==> config.mk <==
export PLATFORM = sky130hd
export DESIGN_NAME = encoder_button_crosspoint_selector
export DESIGN_NICKNAME = d
export VERILOG_FILES = /design/src/hdl/ebcs_pkg.sv /design/src/hdl/ebcs_core.sv /design/src/hdl/encoder_button_crosspoint_selector.sv
export SDC_FILE = /design/constraint.sdc
export NUM_CORES = 1
export LEC_CHECK = 0
export ABC_CLOCK_PERIOD_IN_PS = 7420
export BUFFER_PORTS_ARGS = -buffer_cell sky130_fd_sc_hd__buf_2
export CAP_MARGIN = 20
export CORE_AREA = 2 2 187 189
export CTS_CLUSTER_SIZE = 10
export DETAILED_ROUTE_END_ITERATION = 10
export DIE_AREA = 0 0 189 191
export SKIP_CTS_REPAIR_TIMING = 1
export SLEW_MARGIN = 15
export SYNTH_ARGS = -nofsm -noshare
export SYNTH_HDL_FRONTEND = slang
export SYNTH_SLANG_ARGS = --single-unit
==> constraint.sdc <==
create_clock -name clk -period 7.42 [get_ports clk]
set_input_delay 0.742 -clock clk [delete_from_list [all_inputs] [get_ports clk]]
set_output_delay 0.742 -clock clk [all_outputs]
set_load 0.02 [all_outputs]
==> src/hdl/ebcs_pkg.sv <==
`timescale 1ns / 1ps

package ebcs_pkg;

    // Crosspoint size
    localparam int NUM_ROWS    = 5;
    localparam int NUM_COLS    = 3;
    localparam int ROW_W       = 3;
    localparam int COL_W       = 2;
    localparam int ROUTE_WIDTH = 15;
    localparam int CELL_W      = 5;

    // Field widths
    localparam int THR_W   = 4;
    localparam int DEB_W   = 8;
    localparam int LONG_W  = 16;
    localparam int TIME_W  = 32;
    localparam int ACC_W   = 5;
    localparam int STEP_W  = 2;
    localparam int EVENT_W = 2;

    // Stream and register port widths
    localparam int IN_DATA_W  = 40;
    localparam int OUT_DATA_W = 32;
    localparam int ADDR_W     = 4;
    localparam int APB_DATA_W = 32;

    // Register indexes (byte address is 4 * index)
    localparam logic [1:0] REG_STEP_THRESHOLD = 2'd0;
    localparam logic [1:0] REG_DEBOUNCE_MS    = 2'd1;
    localparam logic [1:0] REG_LONG_PRESS_MS  = 2'd2;

    // Register reset values
    localparam logic [THR_W-1:0]  THR_RESET  = 4'd4;
    localparam logic [DEB_W-1:0]  DEB_RESET  = 8'd20;
    localparam logic [LONG_W-1:0] LONG_RESET = 16'd600;

    // Button event codes
    localparam logic [EVENT_W-1:0] EV_NONE  = 2'd0;
    localparam logic [EVENT_W-1:0] EV_CLICK = 2'd1;
    localparam logic [EVENT_W-1:0] EV_LONG  = 2'd2;

    // Step codes, two's complement
    localparam logic [STEP_W-1:0] STEP_NONE = 2'b00;
    localparam logic [STEP_W-1:0] STEP_UP   = 2'b01;
    localparam logic [STEP_W-1:0] STEP_DOWN = 2'b11;

    typedef struct packed {
        logic [LONG_W-1:0] long_press_ms;
        logic [DEB_W-1:0]  debounce_ms;
        logic [THR_W-1:0]  step_threshold;
    } cfg_t;

    typedef struct packed {
        logic [TIME_W-1:0] now_ms;
        logic              switch_level;
        logic              dt_level;
        logic              clk_level;
    } sample_t;

    typedef struct packed {
        logic                   redraw;
        logic [ROUTE_WIDTH-1:0] route_bits;
        logic                   row_mode;
        logic [COL_W-1:0]       cursor_col;
        logic [ROW_W-1:0]       cursor_row;
        logic [EVENT_W-1:0]     button_event;
        logic signed [STEP_W-1:0] step_out;
    } result_t;

endpackage

==> src/hdl/ebcs_core.sv <==
`timescale 1ns / 1ps

module ebcs_core (
    input  logic              clk,
    input  logic              rst_n,
    input  ebcs_pkg::cfg_t    cfg,
    input  logic              sample_valid,
    input  ebcs_pkg::sample_t sample,
    output ebcs_pkg::result_t result
);
    import ebcs_pkg::*;

    logic                    prev_clk_reg, prev_clk_next;
    logic signed [ACC_W-1:0] accum_reg, accum_next;
    logic                    prev_switch_reg, prev_switch_next;
    logic [TIME_W-1:0]       press_start_reg, press_start_next;
    logic [TIME_W-1:0]       last_change_reg, last_change_next;
    logic [ROW_W-1:0]        row_reg, row_next;
    logic [COL_W-1:0]        col_reg, col_next;
    logic                    mode_reg, mode_next;
    logic [ROUTE_WIDTH-1:0]  route_reg, route_next;

    logic signed [ACC_W:0]   accum_sum;
    logic signed [ACC_W:0]   thr_pos;
    logic signed [ACC_W:0]   thr_neg;
    logic [STEP_W-1:0]       step;
    logic [EVENT_W-1:0]      event_code;
    logic [TIME_W-1:0]       since_change;
    logic [TIME_W-1:0]       press_len;
    logic [CELL_W-1:0]       cross_idx;

    // Accumulate encoder clock edges and issue a step at either bound
    always_comb
    begin
        thr_pos       = $signed({2'b00, cfg.step_threshold});
        thr_neg       = -thr_pos;
        accum_sum     = {accum_reg[ACC_W-1], accum_reg}
                        + ((sample.dt_level == sample.clk_level) ? -6'sd1 : 6'sd1);
        step          = STEP_NONE;
        accum_next    = accum_reg;
        prev_clk_next = sample.clk_level;
        if (sample.clk_level != prev_clk_reg)
        begin
            priority if (accum_sum >= thr_pos)
            begin
                step       = STEP_UP;
                accum_next = '0;
            end
            else if (accum_sum <= thr_neg)
            begin
                step       = STEP_DOWN;
                accum_next = '0;
            end
            else
            begin
                accum_next = accum_sum[ACC_W-1:0];
            end
        end
    end

    // Move the cursor in the current mode, with wraparound
    always_comb
    begin
        row_next = row_reg;
        col_next = col_reg;
        if (step == STEP_UP)
        begin
            if (mode_reg)
                row_next = (row_reg == ROW_W'(NUM_ROWS - 1)) ? '0 : row_reg + 1'b1;
            else
                col_next = (col_reg == COL_W'(NUM_COLS - 1)) ? '0 : col_reg + 1'b1;
        end
        else if (step == STEP_DOWN)
        begin
            if (mode_reg)
                row_next = (row_reg == '0) ? ROW_W'(NUM_ROWS - 1) : row_reg - 1'b1;
            else
                col_next = (col_reg == '0) ? COL_W'(NUM_COLS - 1) : col_reg - 1'b1;
        end
    end

    // Debounce the switch and classify the press on release
    always_comb
    begin
        since_change     = sample.now_ms - last_change_reg;
        press_len        = sample.now_ms - press_start_reg;
        event_code       = EV_NONE;
        prev_switch_next = prev_switch_reg;
        last_change_next = last_change_reg;
        press_start_next = press_start_reg;
        if (since_change >= TIME_W'(cfg.debounce_ms) &&
            sample.switch_level != prev_switch_reg)
        begin
            last_change_next = sample.now_ms;
            prev_switch_next = sample.switch_level;
            if (!sample.switch_level)
                press_start_next = sample.now_ms;
            else
                event_code = (press_len >= TIME_W'(cfg.long_press_ms)) ? EV_LONG : EV_CLICK;
        end
    end

    // Apply the button event: toggle the routing bit or the mode
    always_comb
    begin
        cross_idx  = CELL_W'(row_next) * CELL_W'(NUM_COLS) + CELL_W'(col_next);
        route_next = route_reg;
        mode_next  = mode_reg;
        if (event_code == EV_CLICK && cross_idx < CELL_W'(ROUTE_WIDTH))
            route_next = route_reg ^ (ROUTE_WIDTH'(1) << cross_idx);
        if (event_code == EV_LONG)
            mode_next = ~mode_reg;
    end

    // Result for this beat
    always_comb
    begin
        result.step_out     = step;
        result.button_event = event_code;
        result.cursor_row   = row_next;
        result.cursor_col   = col_next;
        result.row_mode     = mode_next;
        result.route_bits   = route_next;
        result.redraw       = (step != STEP_NONE) || (event_code != EV_NONE);
    end

    // Advance state on each accepted beat
    always_ff @(posedge clk or negedge rst_n)
    begin
        if (!rst_n)
        begin
            prev_clk_reg    <= 1'b1;
            accum_reg       <= '0;
            prev_switch_reg <= 1'b1;
            press_start_reg <= '0;
            last_change_reg <= '0;
            row_reg         <= '0;
            col_reg         <= '0;
            mode_reg        <= 1'b0;
            route_reg       <= '0;
        end
        else if (sample_valid)
        begin
            prev_clk_reg    <= prev_clk_next;
            accum_reg       <= accum_next;
            prev_switch_reg <= prev_switch_next;
            press_start_reg <= press_start_next;
            last_change_reg <= last_change_next;
            row_reg         <= row_next;
            col_reg         <= col_next;
            mode_reg        <= mode_next;
            route_reg       <= route_next;
        end
    end

endmodule

==> src/hdl/encoder_button_crosspoint_selector.sv <==
`timescale 1ns / 1ps
// Channel    Direction  Width  Contents
// s_axis     in         40     pin sample and millisecond timestamp
// m_axis     out        32     step, button event, cursor, mode, routing map
// apb        in/out     32     step_threshold 0x0, debounce_ms 0x4, long_press_ms 0x8
//
// One sample per clock while s_axis_tready is high: the state update is combinational
// from the input beat to the result register, or to the skid register on a stall.
// A two-entry output stage (result register plus skid register) keeps s_axis_tready
// high while one result waits on m_axis; it drops only when both are full.
// rst_n clears the cursor, mode, routing map and registers to their reset values.

module encoder_button_crosspoint_selector (
    input  logic                                clk,
    input  logic                                rst_n,
    // [0] clk_level, [1] dt_level, [2] switch_level, [34:3] now_ms, rest zero
    input  logic                                s_axis_tvalid,
    output logic                                s_axis_tready,
    input  logic [ebcs_pkg::IN_DATA_W-1:0]      s_axis_tdata,
    // [1:0] step_out, [3:2] button_event, [6:4] cursor_row, [8:7] cursor_col,
    // [9] row_mode, [24:10] route_bits, [25] redraw, rest zero
    output logic                                m_axis_tvalid,
    input  logic                                m_axis_tready,
    output logic [ebcs_pkg::OUT_DATA_W-1:0]     m_axis_tdata,
    input  logic                                psel,
    input  logic                                penable,
    input  logic                                pwrite,
    input  logic [ebcs_pkg::ADDR_W-1:0]         paddr,
    input  logic [ebcs_pkg::APB_DATA_W-1:0]     pwdata,
    output logic [ebcs_pkg::APB_DATA_W-1:0]     prdata,
    output logic                                pready
);
    import ebcs_pkg::*;

    localparam int RESULT_W = $bits(result_t);

    cfg_t    cfg_reg;
    sample_t sample;
    result_t result;
    logic    accept;
    logic    cfg_write;

    result_t out_reg;
    logic    out_valid_reg;
    result_t skid_reg;
    logic    skid_valid_reg;

    assign pready    = 1'b1;
    assign cfg_write = psel && penable && pwrite && pready;

    // Write configuration registers
    always_ff @(posedge clk or negedge rst_n)
    begin
        if (!rst_n)
        begin
            cfg_reg.step_threshold <= THR_RESET;
            cfg_reg.debounce_ms    <= DEB_RESET;
            cfg_reg.long_press_ms  <= LONG_RESET;
        end
        else if (cfg_write)
        begin
            unique case (paddr[3:2])
                REG_STEP_THRESHOLD: cfg_reg.step_threshold <= pwdata[THR_W-1:0];
                REG_DEBOUNCE_MS:    cfg_reg.debounce_ms    <= pwdata[DEB_W-1:0];
                REG_LONG_PRESS_MS:  cfg_reg.long_press_ms  <= pwdata[LONG_W-1:0];
                default:            ;
            endcase
        end
    end

    // Read back configuration registers
    always_comb
    begin
        unique case (paddr[3:2])
            REG_STEP_THRESHOLD: prdata = APB_DATA_W'(cfg_reg.step_threshold);
            REG_DEBOUNCE_MS:    prdata = APB_DATA_W'(cfg_reg.debounce_ms);
            REG_LONG_PRESS_MS:  prdata = APB_DATA_W'(cfg_reg.long_press_ms);
            default:            prdata = '0;
        endcase
    end

    // Unpack the input beat
    assign sample        = sample_t'(s_axis_tdata[$bits(sample_t)-1:0]);
    assign s_axis_tready = !skid_valid_reg;
    assign accept        = s_axis_tvalid && s_axis_tready;

    ebcs_core u_core (
        .clk          (clk),
        .rst_n        (rst_n),
        .cfg          (cfg_reg),
        .sample_valid (accept),
        .sample       (sample),
        .result       (result)
    );

    // Result register with skid stage
    always_ff @(posedge clk or negedge rst_n)
    begin
        if (!rst_n)
        begin
            out_valid_reg  <= 1'b0;
            skid_valid_reg <= 1'b0;
        end
        else if (!out_valid_reg || m_axis_tready)
        begin
            if (skid_valid_reg)
            begin
                out_valid_reg  <= 1'b1;
                skid_valid_reg <= 1'b0;
            end
            else
            begin
                out_valid_reg <= accept;
            end
        end
        else if (accept)
        begin
            skid_valid_reg <= 1'b1;
        end
    end

    // Payload: no reset needed
    always_ff @(posedge clk)
    begin
        if (!out_valid_reg || m_axis_tready)
        begin
            if (skid_valid_reg)
                out_reg <= skid_reg;
            else if (accept)
                out_reg <= result;
        end
        else if (accept)
        begin
            skid_reg <= result;
        end
    end

    assign m_axis_tvalid = out_valid_reg;
    assign m_axis_tdata  = {{(OUT_DATA_W - RESULT_W){1'b0}}, out_reg};

endmodule
Yosys cells after proc, flatten, opt, wreduce, memory -nomap -nowiden
Cells that the tools add are included.

Input bits: 83. Register bits after elaboration: 174. Output and inout bits: 67. Logic and storage cells: 112.

Add/sub/neg operators: 9. Shift operators: 1. Equal/unequal tests: 11. $lt $le $gt $ge: 5. Mux-type cells: 29. Reductions and logical operators: 24. Bitwise logic cells: 4. Multipliers: 1.

Operators with widths (number): 32-bit subtractor (2); 26-bit two-way mux (2); 16-bit one-hot mux with 3 select lines (1); 32-bit by 16-bit greater-or-equal comparator with 1-bit output (1); 32-bit by 8-bit greater-or-equal comparator with 1-bit output (1); 2-bit two-way mux (12); 3-bit two-way mux (6); 15-bit two-way mux (1); 1-bit by 5-bit << shifter with 15-bit output (first input constant) (1); 15-bit XOR (1); 2-bit AND reduction (7); 5-bit two-way mux (2); 2-bit equality test (second input constant) (4); 2-bit nonzero test (4); 6-bit adder (1); 2-bit by 1-bit equality test with 1-bit output (second input constant) (3); 6-bit by 5-bit greater-or-equal comparator with 1-bit output (1); 6-bit <= comparator (1); 6-bit two-way mux (1); 4-bit negation with 6-bit output (1); 5-bit by 2-bit adder with 5-bit output (1); 1-bit logical AND (5); 5-bit by 4-bit < comparator with 1-bit output (second input constant) (1); 3-bit by 2-bit multiplier with 5-bit output (second input constant) (1); 14 further kinds (23).

Longest topological paths before layout
Gate-level depths: netlist (run 1).

Word-level depth: 17. Gate-level depth with buffers: 26. Mapped depth without buffers: 24.

Modules after synthesis
A second synthesis (run 1) with hierarchy kept.

Cells, all modules: 1408. Area total of the unflattened synthesis: 13610.6 µm².

By module, submodules not included: ebcs_core (sequential area each 2304.7 µm², cells each 1202, area each 10161.0 µm², instances 1); encoder_button_crosspoint_selector (sequential area each 2321.0 µm², cells each 206, area each 3449.6 µm², instances 1).

Worst setup path before layout (run 1)
Ideal clock, no wire load.

Path kind: in2reg. Start point: in s_axis_tdata[0] (netlist name). End point: reg out_reg (netlist bit m_axis_tdata[15]) (data pin). Cell stages on the path: 25. Library setup time: 0.152 ns. Data required time: 7.268 ns. Slack: 0.502 ns. Buffers on the path: 2. Arrival: 6.766 ns. Path through: clkbuf_1 -> xor2_1 -> inv_1 -> ha_1 -> and2_1 -> a221oi_1 -> xnor2_1 -> ha_1 -> nand4_1 -> o21ai_0 -> maj3_1 -> a31oi_1 -> nor2b_1 -> nor3_1 -> o22ai_1 -> inv_1 -> fa_1 -> ha_1 -> inv_1 -> fa_1 -> nand2b_1 -> or3_1 -> buf_1 -> or4_1 -> a31oi_1.

RTL lines: start, declared (line encoder_button_crosspoint_selector.sv:19) `input logic [ebcs_pkg::IN_DATA_W-1:0] s_axis_tdata,`; end signal, assigned (line encoder_button_crosspoint_selector.sv:128) `out_reg <= skid_reg;`; end signal, assigned (line encoder_button_crosspoint_selector.sv:130) `out_reg <= result;`; end, declared (line encoder_button_crosspoint_selector.sv:43) `result_t out_reg;`.

==> implementation parameters, run 1 <==
Parameter                              Value

Status
  Outcome    finished, final reports clean

Routing
  Mean routed wirelength per cell    approximately 17 um
  Detailed router's first-iteration violation count    813
  Total number of vias    11476
  Routed via count divided by cell count    ~5.6
  Number of iterations in the first detailed-routing pass    6
  Count of antenna-violating nets left after detailed routing    0
  Final WL    34800 um
  DRC    0

Floorplan
  Initial core utilization    0.3963
  Core footprint    0.03412 mm^2
  Area of the die    between 0.03 and 0.04 mm^2
  Die Ht    191 um
  Width of the die    189 um
  Ports    150
  Cell Rows    68

Yosys
  Synth unique cells    80
  Fraction of synthesized cell area taken by the top area cell type    0.2091
  Fraction of synthesis flops using an asynchronous set or reset pin    0.7011
  Library cell with the highest instance count after synthesis    nand2_1
  Synth Area in XOR/XNOR    0.03664
  Fraction of the mapped netlist area in compound gates    0.2013
  Seq cells post-synth    174
  Cell area after technology mapping    ~0.014 mm^2
  Count of warnings emitted by yosys    0
  List of most frequent post-synthesis cells    nand2_1 (147), inv_1 (119), dfrtp_1 (113)
  Count of mapped cells out of synthesis    1519
  Post-Synthesis Mean Instance Area    8.902 um^2
  Synth Area in Simple Gates    0.1776
  Part of the Yosys area used for sequential elements    0.3421
  Number of synthesized flops with an enable pin    52
  Fraction of synthesized area in multiplexers    0.07079
  Cell types with the largest area share after synthesis    dfrtp_1 (21%), edfxtp_1 (12%), ha_1 (10%)
  Cell type contributing the most total cell area after synthesis    dfrtp_1
  Main combinational cell family by area after synthesis    compound AO/OA/AOI/OAI gates
  Commonest register cell after synthesis    dfrtp_1
  Synthesized-area fraction occupied by adder cells    0.1075

Timing
  Final Hold Violating Endpoints    0
  Max Clk Rate    between 100 and 150 MHz
  Number of failing setup endpoints in the final timing report    0
  Worst Tran Pin Value    922.4 ps
  Max transition margin    0.3836
  RSZ-0062 raised after global routing    false
  Worst-case clock skew    15.77 ps
  Period utilisation layout    0.9128
  Min Clock Period, post-route    6773 ps
  TNS Setup    0 ps
  Pins Over Slew Limit    0

Power
  Peak ir drop on the vdd network    0.2678 mV
  Total power per unit cell area    369.8 mW/mm^2
  P_leak    6.622 nW

Setup path
  Worst reg-to-reg path cell count    21
  Maximum net fanout on the critical path    7
  Cell-by-cell trace of the critical path    buf_2 -> xor2_2 -> inv_1 -> ha_1 -> and2_1 -> a221oi_1 -> xnor2_1 -> ha_1 -> nand4_1 -> o21ai_0 -> maj3_1 -> a31oi_1 -> nor2b_1 -> nor3_1 -> o22ai_1 -> inv_1 -> fa_1 -> ha_1 -> inv_1 -> fa_1 -> nand2b_1 -> or3_1 -> or4_1 -> a31oi_1
  Nature of the critical path startpoint    input pin
  Origin of the critical flop-to-flop path    u_core.accum_reg[2]$_DFFE_PN0P_
  Worst Setup Path Type    in2reg
  R2R setup slack    1100 ps
  Maximum single-stage delay on the critical path    560 ps
  Kind of end point of the critical path    flop
  Worst endpoint data arrival time    just over 7000 ps
  Critical path data required time    a little under 8000 ps
  Reg-to-reg endpoint    m_axis_tdata[17]$_DFFE_PP_
  Cell with the largest stage delay on the worst path    or4_1

Global route
  Total congestion overflow    0
  Wire length of the first global-routing pass    ~56000 um
  Overall track demand over capacity in global routing    0.1955
  Largest net degree at the start of global routing    65
  Antenna violations before repair    0
  Vias in the first global route    11101

Clock tree
  Clock insertion delay at the later pin of the skew report    470 ps
  Max Root-Sink Buffers    2
  H-Tree Level Count    4
  Clock tree from TritonCTS    yes
  Number of clock sinks seen by CTS    174
  Clock-pin slew on the worst setup and hold paths    80 ps
  Clock buffer count from CTS    17
  Clock root buffer    clkbuf_16

Place
  Detailed placer's ending HPWL    27010 um
  Global placer's final weighted congestion    0.9217
  Port-buffer cells    103

Min path
  Worst Hold Class    in2async

Final layout
  Final nets    about 1800
  Diodes inserted    0
  Signed area change from the synthesized netlist to the final layout    11.33%
  Share of cells above drive strength 1    0.1613
  Utilization after layout    0.4413

Flow run
  MaxCap Viol Count    0
==> kinds of logic (layout without fill, tap and decap cells) <==
kind of cell,count (synthesis),count (layout)
xor gates and xnor gates,55,55
and+or+nand+nor,469,469
buffers and inverters,203,269
muxes,86,86
DFF,174,174
adders and majority gates,114,114
other,2,23
AOI/OAI and AO/OA,416,416
==> power by group <==
part	switching, mW	internal, mW
registers	0.125	1.23
logic	2.01	1.26
clock network	0.459	0.487
total	2.59	2.97
==> worst max-delay path by stage <==
stage / from / slack (ps) / depth (start not counted) / end
2_1_floorplan: s_axis_tdata[0] / 500 / 25 / m_axis_tdata[15]$_DFFE_PP_
3_3_place_gp: s_axis_tdata[0] / 250 / 24 / m_axis_tdata[23]$_DFFE_PP_
3_5_place_dp: s_axis_tdata[0] / 60 / 24 / m_axis_tdata[17]$_DFFE_PP_
4_1_cts: s_axis_tdata[0] / 530 / 24 / m_axis_tdata[17]$_DFFE_PP_
5_1_grt: s_axis_tdata[0] / 150 / 24 / m_axis_tdata[23]$_DFFE_PP_
6_report: s_axis_tdata[0] / 650 / 24 / m_axis_tdata[17]$_DFFE_PP_
==> placed cells by master (no fill, tap or decap), types with 19 or more instances in the layout <==
cell / instances
nand2_1: 147
inv_1: 119
dfrtp_1: 113
ha_1: 109
buf_2: 102
a21oi_1: 94
o21ai_0: 91
nor2_1: 79
mux2_2: 74
edfxtp_1: 52
xor2_1: 33
nor3_1: 32
nand3_1: 29
a21o_1: 26
o31ai_1: 26
a31oi_1: 26
nand4_1: 25
o21a_1: 24
conb_1: 23
nand2b_1: 21
or4_1: 21
xnor2_1: 20
a211oi_1: 19
==> per-stage QoR <==
stage / total power [mW] / setup WS [ps] / cells / hold slack, ps / instance area (um^2)
final: 5.567 / 646.9 / 2061 / 365.6 / 15050
after global routing: 6.063 / 149.8 / 2061 / 425.4 / 15050
after CTS: 5.590 / 529.2 / 2061 / 393.7 / 15040
after detailed placement: 4.620 / 62.60 / 2029 / 471.4 / 14420
after global placement: 4.548 / 248.1 / 2028 / 466.4 / 14400
after floorplan: 3.826 / 502.4 / 1540 / 446.4 / 13600
==> layout make-up <==
class / count / area [um^2]
clock buffers: 17 / 425.4
clock inverters: 15 / 202.7
fillers: 3341 / 19060
inverters: 119 / 446.7
multi-input cells: 1163 / 8147
flip-flops and latches: 174 / 4626
well taps: 455 / 569.3
repair buffers: 118 / 638.1
==> worst max-delay path, delay by kind of cell <==
family                   cells  cell delay, ps
AO/OA/AOI/OAI                5            1310
XOR/XNOR                     2             520
adder cells (fa/ha/maj)      6            2240
buffers and inverters        4             500
AND/OR/NAND/NOR              7            1770
==> layer usage <==
metal,vias to the layer above,GRT usage,part of all wire
li1,5687,-,-
met1,5445,0.2466,0.46
met2,285,0.3339,0.47
met3,59,0.03837,0.047
met4,0,0.06701,0.025
met5,-,0,0
Power figures use the tool's default switching activity.
==> run 2: changes to the inputs <==
BUFFER_PORTS_ARGS = not set   (was -buffer_cell sky130_fd_sc_hd__buf_2)
CORE_AREA = 2 2 147 149   (was 2 2 187 189)
DIE_AREA = 0 0 149 151   (was 0 0 189 191)
DONT_BUFFER_PORTS = 1   (was not set)
PLACE_DENSITY = 0.78   (was not set)
==> implementation parameters, run 2 (same netlist as run 1, synthesis figures left out) <==
Parameter                              Value

Status
  Outcome    finished, final reports clean

Clock tree
  Clock tree from TritonCTS    yes
  Clock buffer count from CTS    17 (unchanged)
  Clock root buffer    clkbuf_16
  Number of clock sinks seen by CTS    174 (unchanged)
  Clock-pin slew on the worst setup and hold paths    80 ps (about the same)
  Clock insertion delay at the later pin of the skew report    450 ps (-20 ps)
  H-Tree Level Count    4 (unchanged)
  Max Root-Sink Buffers    2 (unchanged)

Final layout
  Top library cells by usage in the layout, fill and taps aside    nand2_1 (147), inv_1 (119), dfrtp_1 (113)
  Share of cells above drive strength 1    0.1007 (-0.06054)
  Diodes inserted    0 (unchanged)
  Most common cell after layout, fill and taps aside    nand2_1
  Footprint of the multi-input gates    0.008139 mm^2 (about the same)
  Layout Cell Area excl Fill    0.01423 mm^2 (-5.5%)
  Signed area change from the synthesized netlist to the final layout    5.246%
  Sequential standard cell area    0.004626 mm^2 (unchanged)
  Number of fillers in the final layout    1693 (-49%)
  Final nets    1682 (-6.0%)

Place
  Detailed placer's ending HPWL    25700 um (-4.8%)
  Port-buffer cells    0 (-100%)
  Global placer's final weighted congestion    0.9323 (+1.2%)
  Placed cell areas    0.01363 mm^2 (-5.5%)

Floorplan
  Area of the die    0.02250 mm^2 (-38%)
  Cell Rows    53 (-22%)
  Die Ht    151 um (-21%)
  Core footprint    0.02082 mm^2 (-39%)
  Ports    150 (unchanged)
  Initial core utilization    0.6494 (+0.2531)
  Width of the die    149 um (-21%)

Setup path
  Critical path data required time    7720 ps (about the same)
  Maximum net fanout on the critical path    9 (+2)
  Kind of end point of the critical path    flop
  Nature of the critical path startpoint    input pin
  Worst Setup Path Type    in2reg
  Worst endpoint data arrival time    7220 ps (+130 ps)

Global route
  Met1 Usage GRT    0.3834 (+0.1368)
  Overall track demand over capacity in global routing    0.3118 (+0.1163)
  Global routing's busiest layer    met2
  GR met2 Demand/Resource    0.5514 (+0.2175)
  Total congestion overflow    0 (unchanged)
  Vias in the first global route    11183 (+0.74%)
  Met3 usage    0.04669 (+0.008317)
  Antenna violations before repair    0 (unchanged)
  Wire length of the first global-routing pass    55630 um (-1.3%)
  Largest net degree at the start of global routing    123 (+89%)

Routing
  Number of iterations in the first detailed-routing pass    7 (+1)
  Detailed router's first-iteration violation count    757 (-6.9%)
  Final WL    34100 um (-2.0%)
  Routed via count divided by cell count    6.464 (+16%)
  Mean routed wirelength per cell    19.22 um (+14%)
  DRC    0 (unchanged)
  Total number of vias    11467 (-0.078%)
  Count of antenna-violating nets left after detailed routing    0 (unchanged)

Power
  Combinational Power Share    0.583 (-0.004)
  Net switching share of the total power    0.4744 (+0.008628)
  Net Sw Power    2.620 mW (+1.1%)
  Total power per unit cell area    388.2 mW/mm^2 (+5.0%)
  Pint    2.903 mW (-2.4%)
  Clock network fraction of total power    0.163 (-0.007)
  Peak ir drop on the vdd network    0.2907 mV (+8.6%)
  P_leak    6.162 nW (-7.0%)
  Fraction of power consumed by sequential logic    0.253 (+0.009)

Timing
  Pins Over Slew Limit    0 (unchanged)
  TNS Setup    0 ps (unchanged)
  Number of failing setup endpoints in the final timing report    0 (unchanged)
  Final Hold Violating Endpoints    0 (unchanged)
  Min Clock Period, post-route    6919 ps (+145.7 ps)
  Max transition margin    0.3051 (-0.07850)
  Max Clk Rate    144.5 MHz (-2.1%)
  RSZ-0062 raised after global routing    false
  Worst Tran Pin Value    1040 ps (+117.8 ps)
  Period utilisation layout    0.9325 (+0.01964)
  Worst-case clock skew    10.45 ps (-5.315 ps)

Flow run
  MaxCap Viol Count    0 (unchanged)

Min path
  Worst Hold Class    in2async
==> run 2: cell types whose count changed in the layout (fill, tap and decap cells not counted), sizes merged <==
cell	before	now
inv	123	128
clkinv	8	4
buf	118	11
bufinv	1	0
==> run 2: worst paths after layout <==
kind                       cells after the start                         endpoint                             from  slack (ps)
setup reg to reg                              21       m_axis_tdata[23]$_DFFE_PP_  u_core.accum_reg[2]$_DFFE_PN0P_         880
hold reg to reg                                2  u_core.prev_clk_reg$_DFFE_PN1P_  u_core.prev_clk_reg$_DFFE_PN1P_         490
min in group clk                               2  u_core.prev_clk_reg$_DFFE_PN1P_                  s_axis_tdata[0]         370
setup / recovery                              23       m_axis_tdata[23]$_DFFE_PP_                  s_axis_tdata[0]         500
hold / removal                                 0          cfg_reg[21]$_DFFE_PN1P_                            rst_n         130
max in group asynchronous                      1  u_core.route_reg[0]$_DFFE_PN0P_                            rst_n        6710
==> run 2: layout make-up <==
cell class	instances	area share
well taps	275	0.02418
multi-input cells	1163	0.5719
inverters	119	0.03139
clock buffers	17	0.02989
clock inverters	15	0.01037
flip-flops and latches	174	0.3250
repair buffers	11	0.007209
==> run 2: layer usage <==
metal | vias to the layer above | part of all wire
li1 | 5487 | -
met1 | 5558 | 0.42
met2 | 349 | 0.50
met3 | 73 | 0.049
met4 | 0 | 0.034
met5 | - | 0
==> run 2: worst max-delay path, cell delays in order <==
cell and delay (ps):
xor2_1 340, inv_1 170, ha_1 330, and2_1 140, a221oi_1 470, xnor2_1 230, ha_1 350, o21a_1 100
o21ai_0 160, maj3_1 190, a31oi_1 140, nor2_1 460, a21oi_1 170, o22ai_1 340, inv_1 150, fa_1 550
ha_1 170, inv_1 50, fa_1 520, nand2b_1 220, or3_1 430, or4_1 580, a31oi_1 190
==> run 2: through the flow <==
stage | instances | worst slack (ps) | power [mW] | util | hold WS [ps]
3_3_place_gp | 1741 | 382.0 | 4.431 | 0.6545 | 448.6
5_1_grt | 1774 | 20.99 | 5.972 | 0.6835 | 111.8
6_report | 1774 | 501.2 | 5.524 | 0.6835 | 132.7
2_1_floorplan | 1540 | 502.4 | 3.826 | - | 446.4
3_5_place_dp | 1741 | 116.4 | 4.549 | 0.6545 | 448.5
4_1_cts | 1773 | 558.6 | 5.478 | 0.6820 | -27.29
==> run 2: power groups by stage <==
stage	registers [mW]	clock network, mW	logic, mW
4_1_cts	1.40	0.909	3.17
3_3_place_gp	1.40	0	3.03
2_1_floorplan	1.37	0	2.46
6_report	1.40	0.903	3.22
3_5_place_dp	1.42	0	3.13
5_1_grt	1.43	0.942	3.60
